$ cat src/dgt_pkg.sv
`default_nettype none

package dgt_pkg;

    // Framing constants
    localparam int MAX_DATAGRAM = 2048;
    localparam int HEADER_BYTES = 20;
    localparam int SEQ_POS      = 10;
    localparam int CNT_POS      = 18;
    localparam int COUNTER_BITS = 32;
    localparam int FIFO_DEPTH   = 4;

    localparam int POS_W  = $clog2(MAX_DATAGRAM + 1);
    localparam int CNT_W  = COUNTER_BITS;
    localparam int PTR_W  = $clog2(FIFO_DEPTH);
    localparam int FCNT_W = $clog2(FIFO_DEPTH + 1);

    // Result kinds
    localparam logic [1:0] KIND_BYTE    = 2'd0;
    localparam logic [1:0] KIND_EMPTY   = 2'd1;
    localparam logic [1:0] KIND_TRUNC   = 2'd2;
    localparam logic [1:0] KIND_SUMMARY = 2'd3;

    typedef struct packed {
        logic [1:0]  kind;
        logic [7:0]  payload;
        logic [15:0] offset;
        logic        msg_end;
        logic [63:0] seq;
    } result_t;

    typedef struct packed {
        logic [CNT_W-1:0] packets;
        logic [CNT_W-1:0] messages;
        logic [CNT_W-1:0] gaps;
        logic [CNT_W-1:0] lost;
        logic [CNT_W-1:0] dups;
    } counters_t;

    // One queue entry: the results of one byte, with the counters after it
    typedef struct packed {
        logic [1:0]       num;
        result_t [1:0]    res;
        counters_t        cnt;
    } entry_t;

    function automatic logic [31:0] out32(input logic [CNT_W-1:0] c);
        logic [63:0] t;
        t = 64'(c);
        return t[31:0];
    endfunction

    function automatic logic [CNT_W-1:0] sat_inc(input logic [CNT_W-1:0] c);
        return (c == {CNT_W{1'b1}}) ? c : c + CNT_W'(1);
    endfunction

endpackage

`default_nettype wire

$ cat src/dgt_front.sv
`default_nettype none

module dgt_front (
    input  wire logic              clk,
    input  wire logic              rst_n,
    input  wire logic              accept,
    input  wire logic [7:0]        data_byte,
    input  wire logic              end_of_datagram,
    output logic                   wr_en,
    output dgt_pkg::entry_t        wr_entry
);

    typedef enum logic [2:0] {
        PH_HEADER,
        PH_LEN_HI,
        PH_LEN_LO,
        PH_BODY,
        PH_SKIP
    } phase_t;

    phase_t                       phase_reg, phase_next;
    logic [dgt_pkg::POS_W-1:0]    pos_reg, pos_next;
    logic [63:0]                  hseq_reg, hseq_next;
    logic [15:0]                  htot_reg, htot_next;
    logic                         hdone_reg, hdone_next;
    logic [63:0]                  exp_reg, exp_next;
    logic                         expv_reg, expv_next;
    logic [15:0]                  len_reg, len_next;
    logic [15:0]                  off_reg, off_next;
    logic [15:0]                  left_reg, left_next;
    logic [63:0]                  cur_reg, cur_next;
    logic                         gt_reg, gt_next;
    logic                         lt_reg, lt_next;
    logic [63:0]                  diff_reg, diff_next;
    dgt_pkg::counters_t           cnt_reg, cnt_next;

    logic [63:0]                  cmp_exp;
    logic [dgt_pkg::CNT_W:0]      lost_sum;
    logic                         lost_big;
    logic                         do_msg;
    logic                         pend;
    logic [15:0]                  pend_off;
    logic [1:0]                   num;
    dgt_pkg::result_t [1:0]       res;
    logic [63:0]                  sum_seq;

    // Classify the byte and work out the next parser state
    always_comb
    begin
        phase_next = phase_reg;
        pos_next   = pos_reg;
        hseq_next  = hseq_reg;
        htot_next  = htot_reg;
        hdone_next = hdone_reg;
        exp_next   = exp_reg;
        expv_next  = expv_reg;
        len_next   = len_reg;
        off_next   = off_reg;
        left_next  = left_reg;
        cur_next   = cur_reg;
        gt_next    = gt_reg;
        lt_next    = lt_reg;
        diff_next  = diff_reg;
        cnt_next   = cnt_reg;
        cmp_exp    = expv_reg ? exp_reg : hseq_reg;
        lost_sum   = {1'b0, cnt_reg.lost} + {1'b0, diff_reg[dgt_pkg::CNT_W-1:0]};
        lost_big   = (diff_reg >> dgt_pkg::CNT_W) != 64'd0;
        do_msg     = 1'b0;
        pend       = 1'b0;
        pend_off   = 16'd0;
        num        = 2'd0;
        res        = '0;
        sum_seq    = 64'd0;

        if (pos_reg < dgt_pkg::POS_W'(dgt_pkg::MAX_DATAGRAM))
        begin
            pos_next = pos_reg + dgt_pkg::POS_W'(1);
            case (phase_reg)
                PH_HEADER:
                begin
                    if (pos_reg >= dgt_pkg::POS_W'(dgt_pkg::SEQ_POS)
                        && pos_reg < dgt_pkg::POS_W'(dgt_pkg::SEQ_POS + 8))
                        hseq_next = {hseq_reg[55:0], data_byte};
                    else if (pos_reg >= dgt_pkg::POS_W'(dgt_pkg::CNT_POS)
                        && pos_reg < dgt_pkg::POS_W'(dgt_pkg::CNT_POS + 2))
                        htot_next = {htot_reg[7:0], data_byte};
                    // Sequence is complete here: compare one byte early
                    if (pos_reg == dgt_pkg::POS_W'(dgt_pkg::SEQ_POS + 8))
                    begin
                        gt_next   = hseq_reg > cmp_exp;
                        lt_next   = hseq_reg < cmp_exp;
                        diff_next = hseq_reg - cmp_exp;
                    end
                    if (pos_reg == dgt_pkg::POS_W'(dgt_pkg::HEADER_BYTES - 1))
                    begin
                        hdone_next       = 1'b1;
                        cnt_next.packets = dgt_pkg::sat_inc(cnt_reg.packets);
                        if (!expv_reg)
                        begin
                            expv_next = 1'b1;
                            exp_next  = hseq_reg;
                        end
                        if (gt_reg)
                        begin
                            cnt_next.gaps = dgt_pkg::sat_inc(cnt_reg.gaps);
                            if (lost_big || lost_sum[dgt_pkg::CNT_W])
                                cnt_next.lost = {dgt_pkg::CNT_W{1'b1}};
                            else
                                cnt_next.lost = lost_sum[dgt_pkg::CNT_W-1:0];
                        end
                        if (lt_reg)
                        begin
                            cnt_next.dups = dgt_pkg::sat_inc(cnt_reg.dups);
                            phase_next    = PH_SKIP;
                        end
                        else
                        begin
                            exp_next   = hseq_reg + 64'(htot_next);
                            cur_next   = hseq_reg;
                            left_next  = htot_next;
                            phase_next = (htot_next != 16'd0) ? PH_LEN_HI : PH_SKIP;
                        end
                    end
                end
                PH_LEN_HI:
                begin
                    len_next   = {data_byte, 8'h00};
                    phase_next = PH_LEN_LO;
                end
                PH_LEN_LO:
                begin
                    len_next = {len_reg[15:8], data_byte};
                    off_next = 16'd0;
                    if ({len_reg[15:8], data_byte} == 16'd0)
                    begin
                        res[0] = '{kind: dgt_pkg::KIND_EMPTY, payload: 8'd0, offset: 16'd0,
                                   msg_end: 1'b1, seq: cur_reg};
                        num    = 2'd1;
                        do_msg = 1'b1;
                    end
                    else
                        phase_next = PH_BODY;
                end
                PH_BODY:
                begin
                    if (({1'b0, off_reg} + 17'd1) == {1'b0, len_reg})
                    begin
                        res[0] = '{kind: dgt_pkg::KIND_BYTE, payload: data_byte,
                                   offset: off_reg, msg_end: 1'b1, seq: cur_reg};
                        num    = 2'd1;
                        do_msg = 1'b1;
                    end
                    else if (end_of_datagram)
                    begin
                        pend     = 1'b1;
                        pend_off = off_reg;
                        off_next = off_reg + 16'd1;
                    end
                    else
                    begin
                        res[0]   = '{kind: dgt_pkg::KIND_BYTE, payload: data_byte,
                                     offset: off_reg, msg_end: 1'b0, seq: cur_reg};
                        num      = 2'd1;
                        off_next = off_reg + 16'd1;
                    end
                end
                default:
                begin
                end
            endcase
        end

        // Close out a complete message
        if (do_msg)
        begin
            cnt_next.messages = dgt_pkg::sat_inc(cnt_reg.messages);
            cur_next          = cur_reg + 64'd1;
            left_next         = left_reg - 16'd1;
            phase_next        = (left_reg != 16'd1) ? PH_LEN_HI : PH_SKIP;
        end

        // Report truncation and summary, then start over
        if (end_of_datagram)
        begin
            if (pend)
            begin
                res[num[0]] = '{kind: dgt_pkg::KIND_TRUNC, payload: data_byte,
                                offset: pend_off, msg_end: 1'b0, seq: cur_next};
                num = num + 2'd1;
            end
            else if (phase_next == PH_BODY)
            begin
                res[num[0]] = '{kind: dgt_pkg::KIND_TRUNC, payload: 8'd0,
                                offset: off_next, msg_end: 1'b0, seq: cur_next};
                num = num + 2'd1;
            end
            else if (phase_next == PH_LEN_LO)
            begin
                res[num[0]] = '{kind: dgt_pkg::KIND_TRUNC, payload: 8'd0,
                                offset: 16'd0, msg_end: 1'b0, seq: cur_next};
                num = num + 2'd1;
            end
            sum_seq     = hdone_next ? hseq_next : 64'd0;
            res[num[0]] = '{kind: dgt_pkg::KIND_SUMMARY, payload: 8'd0, offset: 16'd0,
                            msg_end: 1'b0, seq: sum_seq};
            num         = num + 2'd1;
            pos_next    = '0;
            phase_next  = PH_HEADER;
            hseq_next   = 64'd0;
            htot_next   = 16'd0;
            hdone_next  = 1'b0;
            len_next    = 16'd0;
            off_next    = 16'd0;
            left_next   = 16'd0;
            cur_next    = 64'd0;
        end
    end

    assign wr_en          = accept && (num != 2'd0);
    assign wr_entry.num   = num;
    assign wr_entry.res   = res;
    assign wr_entry.cnt   = cnt_next;

    // Hold parser state; advance on each accepted beat
    always_ff @(posedge clk or negedge rst_n)
    begin
        if (!rst_n)
        begin
            phase_reg <= PH_HEADER;
            pos_reg   <= '0;
            hseq_reg  <= 64'd0;
            htot_reg  <= 16'd0;
            hdone_reg <= 1'b0;
            exp_reg   <= 64'd0;
            expv_reg  <= 1'b0;
            len_reg   <= 16'd0;
            off_reg   <= 16'd0;
            left_reg  <= 16'd0;
            cur_reg   <= 64'd0;
            gt_reg    <= 1'b0;
            lt_reg    <= 1'b0;
            diff_reg  <= 64'd0;
            cnt_reg   <= '0;
        end
        else if (accept)
        begin
            phase_reg <= phase_next;
            pos_reg   <= pos_next;
            hseq_reg  <= hseq_next;
            htot_reg  <= htot_next;
            hdone_reg <= hdone_next;
            exp_reg   <= exp_next;
            expv_reg  <= expv_next;
            len_reg   <= len_next;
            off_reg   <= off_next;
            left_reg  <= left_next;
            cur_reg   <= cur_next;
            gt_reg    <= gt_next;
            lt_reg    <= lt_next;
            diff_reg  <= diff_next;
            cnt_reg   <= cnt_next;
        end
    end

endmodule

`default_nettype wire

$ cat src/dgt_back.sv
`default_nettype none

module dgt_back (
    input  wire logic              clk,
    input  wire logic              rst_n,
    input  wire logic              wr_en,
    input  wire dgt_pkg::entry_t   wr_entry,
    output logic                   full,
    output logic                   empty,
    input  wire logic              pop,
    output dgt_pkg::result_t       head_res,
    output dgt_pkg::counters_t     head_cnt
);

    dgt_pkg::entry_t               mem [dgt_pkg::FIFO_DEPTH];
    logic [dgt_pkg::PTR_W-1:0]     wr_ptr_reg, rd_ptr_reg;
    logic [dgt_pkg::FCNT_W-1:0]    count_reg, count_next;
    logic                          sel_reg;
    dgt_pkg::entry_t               head;
    logic                          take;
    logic                          retire;

    assign head     = mem[rd_ptr_reg];
    assign full     = count_reg == dgt_pkg::FCNT_W'(dgt_pkg::FIFO_DEPTH);
    assign empty    = count_reg == '0;
    assign head_res = head.res[sel_reg];
    assign head_cnt = head.cnt;
    assign take     = pop && !empty;
    assign retire   = take && (sel_reg || head.num == 2'd1);

    always_comb
    begin
        count_next = count_reg;
        if (wr_en && !retire)
            count_next = count_reg + dgt_pkg::FCNT_W'(1);
        else if (!wr_en && retire)
            count_next = count_reg - dgt_pkg::FCNT_W'(1);
    end

    // Store entries
    always_ff @(posedge clk)
    begin
        if (wr_en)
            mem[wr_ptr_reg] <= wr_entry;
    end

    // Advance pointers; step through the results of the head entry
    always_ff @(posedge clk or negedge rst_n)
    begin
        if (!rst_n)
        begin
            wr_ptr_reg <= '0;
            rd_ptr_reg <= '0;
            count_reg  <= '0;
            sel_reg    <= 1'b0;
        end
        else
        begin
            count_reg <= count_next;
            if (wr_en)
                wr_ptr_reg <= wr_ptr_reg + dgt_pkg::PTR_W'(1);
            if (retire)
            begin
                rd_ptr_reg <= rd_ptr_reg + dgt_pkg::PTR_W'(1);
                sel_reg    <= 1'b0;
            end
            else if (take)
                sel_reg <= 1'b1;
        end
    end

endmodule

`default_nettype wire

$ cat src/datagram_deframer_gap_tracker.sv
// A result is queued as its byte is accepted and shown after earlier results pop.
// Throughput: one byte per cycle while the queue is not full; results leave one per
// cycle on pop; a two-result byte (datagram end) occupies the output for two pops.
// A four-entry queue between the parser and the output decouples the two sides.
// Reset (rst_n low, asynchronous) clears the parser, counters and queue.
`default_nettype none

module datagram_deframer_gap_tracker (
    input  wire logic        clk,
    input  wire logic        rst_n,
    input  wire logic        push,
    output logic             full,
    input  wire logic [7:0]  data_byte,
    input  wire logic        end_of_datagram,
    output logic             empty,
    input  wire logic        pop,
    output logic [1:0]       kind,
    output logic [7:0]       payload_byte,
    output logic [15:0]      byte_offset,
    output logic             message_end,
    output logic [63:0]      message_sequence,
    output logic [31:0]      packet_count,
    output logic [31:0]      message_count,
    output logic [31:0]      gap_count,
    output logic [31:0]      lost_count,
    output logic [31:0]      duplicate_count
);

    logic                 accept;
    logic                 wr_en;
    dgt_pkg::entry_t      wr_entry;
    dgt_pkg::result_t     head_res;
    dgt_pkg::counters_t   head_cnt;

    assign accept = push && !full;

    dgt_front u_front (
        .clk             (clk),
        .rst_n           (rst_n),
        .accept          (accept),
        .data_byte       (data_byte),
        .end_of_datagram (end_of_datagram),
        .wr_en           (wr_en),
        .wr_entry        (wr_entry)
    );

    dgt_back u_back (
        .clk      (clk),
        .rst_n    (rst_n),
        .wr_en    (wr_en),
        .wr_entry (wr_entry),
        .full     (full),
        .empty    (empty),
        .pop      (pop),
        .head_res (head_res),
        .head_cnt (head_cnt)
    );

    assign kind             = head_res.kind;
    assign payload_byte     = head_res.payload;
    assign byte_offset      = head_res.offset;
    assign message_end      = head_res.msg_end;
    assign message_sequence = head_res.seq;
    assign packet_count     = dgt_pkg::out32(head_cnt.packets);
    assign message_count    = dgt_pkg::out32(head_cnt.messages);
    assign gap_count        = dgt_pkg::out32(head_cnt.gaps);
    assign lost_count       = dgt_pkg::out32(head_cnt.lost);
    assign duplicate_count  = dgt_pkg::out32(head_cnt.dups);

endmodule

`default_nettype wire

$ cat config.mk
export PLATFORM = sky130hd
export DESIGN_NAME = datagram_deframer_gap_tracker
export DESIGN_NICKNAME = d
export VERILOG_FILES = /design/src/dgt_pkg.sv /design/src/dgt_front.sv /design/src/dgt_back.sv /design/src/datagram_deframer_gap_tracker.sv
export SDC_FILE = /design/constraint.sdc
export NUM_CORES = 2
export LEC_CHECK = 0
export BUFFER_PORTS_ARGS = -buffer_cell sky130_fd_sc_hd__buf_2
export CORE_ASPECT_RATIO = 0.6
export CORE_MARGIN = 1.5
export CORE_UTILIZATION = 30
export DETAILED_ROUTE_END_ITERATION = 16
export GPL_ROUTABILITY_DRIVEN = 0
export PLACE_DENSITY = 0.43
export SLEW_MARGIN = 30
export SYNTH_ARGS = -nofsm -noshare
export SYNTH_HDL_FRONTEND = slang
export SYNTH_HIERARCHICAL = 1
export SYNTH_SLANG_ARGS = --single-unit
export TNS_END_PERCENT = 10
$ cat constraint.sdc
create_clock -name clk -period 14 [get_ports clk]
set_input_delay 2.1 -clock clk [delete_from_list [all_inputs] [get_ports clk]]
set_output_delay 2.1 -clock clk [all_outputs]
set_load 0.02 [all_outputs]
==> results.py <==
metrics = {
    "status": {
        "outcome": "completed",
    },
    "yosys": {
        "synthCells": 6240,
        "synth-edff-count": 1376,
        "synth_commonest_cells": "1376 x edfxtp_1, 509 x nand2_1, 507 x dfrtp_1, 396 x nor2_1, 263 x o21ai_0",
        "yosysSeqAreaShare_pct": 61.7,
        "synth_area_leader_cell": "edfxtp_1",
        "synth_top_area_share_pct": 47.2,
        "yosysMostFrequentCell": "edfxtp_1",
        "syn_area_um2": 87500,
        "synth-seq-cells": 1883,
        "syn_avg_cell_area_um2": 14.0,
        "yosysUniqueCellTypes": 98,
        "synth_flop_cell": "edfxtp_1",
        "yosys_warnings": 6,
        "synthTopCellsByArea": "edfxtp_1 47%, dfrtp_1 15%, mux4_2 6.2%",
        "async_reset_ff_share_pct": 26.9,
    },
    "run": {
        "cap_violations": 0,
    },
    "drt": {
        "drt-vias-per-instance": 5.24,
        "drt-wirelength-per-cell_um": 25.4,
        "ant_nets": 0,
        "drt-initial-drc-count": 4716,
        "num_vias": 54800,
        "drcViolationCount": 0,
        "dr.pass1.iters": 6,
        "totalWireLength_mm": 265,
    },
    "cells_and_area": {
        "largest_register_ffs": 1376,
        "area_delta_synth_final_pct": 13.8,
        "final_cell_area_um2": 99500,
        "nets": 6579,
        "drive_gt1_share_pct": 16.3,
    },
    "sta": {
        "setup_tns_ps": 0,
        "min_period_ps": 6890,
        "finalSetupViolations": 0,
        "fmax_mhz": 145,
        "rsz0062_at_grt": "false",
        "finalHoldViolations": 0,
        "slew-limit-headroom_pct": 29.3,
        "holdWs_ps": 474,
        "fin_skew_ps": 84.6,
        "layout_worst_path_cycle_share_pct": 49.2,
        "worst_pin_slew_ps": 1030,
        "finalMaxSlewViolations": 0,
    },
    "floorplanning": {
        "num_rows": 153,
        "top_level_ports": 266,
        "die_w_um": 700,
        "die_area_um2": 295000,
        "die_height_um": 421,
        "start_util_pct": 30.2,
        "core_area_um2": 290000,
    },
    "clock_tree": {
        "postCtsSetupBuffers": 0,
        "htree_levels": 4,
        "cts.sinks": 1883,
        "cts_tree": "done",
        "cts_inserted_buffers": 195,
        "insertion_delay_ps": 870,
        "hold_buffers": 0,
        "clk_path_buf_depth": 4,
        "cts-root-buf": "clkbuf_16",
        "cts_resized": 0,
        "path_clk_slew_ps": 70,
    },
    "setup_path": {
        "endpoint_kind": "flop",
        "required_ps": 14440,
        "cp.arrival_ps": 7330,
        "worst-setup-path-type": "reg2reg",
        "worst-path-max-fanout": 51,
        "cp-start-kind": "flop",
        "r2r_slack_ps": 7110,
    },
    "min_path": {
        "hp-class": "reg2reg",
    },
    "power_and_ir_drop": {
        "ir_drop_mv": 0.126,
        "p_total_mw": 16.5,
        "power_density_nw_per_um2": 166,
        "p_leak_nw": 36.2,
    },
    "placed_design": {
        "placed_cell_area_um2": 93000,
        "dp_hpwl_mm": 178,
        "port_buffers": 265,
    },
    "global_routing": {
        "grt_pass1_vias": 53900,
        "grt_first_pass_wirelength_mm": 389,
        "grt_start_max_net_pins": 127,
        "antenna_found_initial": 16,
        "overflow": 0,
        "grtUsageTotal_pct": 17.6,
    },
}
==> area by class of cell <==
cell class | instances | area (um2)
fillers | 28100 | 190000
flip-flops and latches | 1883 | 54000
multi-input cells | 3875 | 31500
clock buffers | 237 | 5160
well taps | 3875 | 4850
repair buffers | 370 | 2350
clock inverters | 114 | 1280
inverters | 108 | 408
diodes | 2 | 5.00
==> power by group <==
| group | switching [mW] | internal, mW | total, mW | leakage [nW] |
|---|---|---|---|---|
| logic | 2.80 | 1.67 | 4.47 | 13.3 |
| registers | 0.194 | 6.50 | 6.69 | 19.7 |
| clock network | 2.28 | 3.10 | 5.38 | 3.13 |
==> layer usage <==
layer	track usage (%)	part of all wire (%)	up-vias
met4	3.01	1.5	4
met1	28.1	51	28500
met2	24.8	42	1491
met5	0	0.0068	-
met3	3.19	5.9	263
li1	-	-	24600
==> cell families after synthesis <==
group,synth area share [%]
DFF,61.7
and+or+nand+nor,8.86
AOI/OAI and AO/OA,8.83
muxes,12.4
buffers and inverters,2.59
xor gates and xnor gates,3.66
adders and majority gates,1.94
other,0.00429
==> final timing paths <==
kind / from / to / cells past startpoint
max: u_front/off_reg[0] / u_back/mem[3][104] / 13
min: u_front/exp_reg[7] / u_front/exp_reg[7] / 2
max reg2reg: u_front/off_reg[0] / u_back/mem[3][104] / 13
min reg2reg: u_front/exp_reg[7] / u_front/exp_reg[7] / 2
max in group asynchronous: rst_n / u_front/expv_reg / 4
min in group asynchronous: rst_n / u_front/cnt_reg[12] / 1
==> worst max-delay path: stages, from the launching register on <==
cell,delay [ps]
dfrtp_1,440
ha_1,340
nand4_1,370
nor4_1,860
and3_1,290
o21a_1,110
o2111ai_1,300
o31ai_4,270
buf_4,380
a21oi_1,230
a21oi_1,610
and2_4,800
buf_4,610
buf_4,700
==> cell usage in the layout, fill, tap and decap left out, drive strengths merged, types with 85 or more instances in the layout <==
cell type,netlist,layout
nor2,397,397
mux2i,152,152
o21ai,266,266
mux4,343,343
clkbuf,254,237
nand3,167,167
xor2,127,127
buf,144,370
and3,85,85
ha,129,129
inv,106,113
mux2,107,107
edfxtp,1376,1376
xnor2,239,239
a21oi,213,213
o2bb2ai,89,89
o221ai,87,87
dfrtp,507,507
nor3,106,106
nand2,509,509
nand4,94,94
==> stage by stage <==
step	util [%]	instances	worst slack (ps)
floorplan	-	6264	1530
global placement	32.1	10100	6350
detailed placement	32.1	10100	6210
CTS	34.3	10500	7030
global route	34.3	10500	6530
finish	34.3	10500	7110
Power figures use the tool's default switching activity.
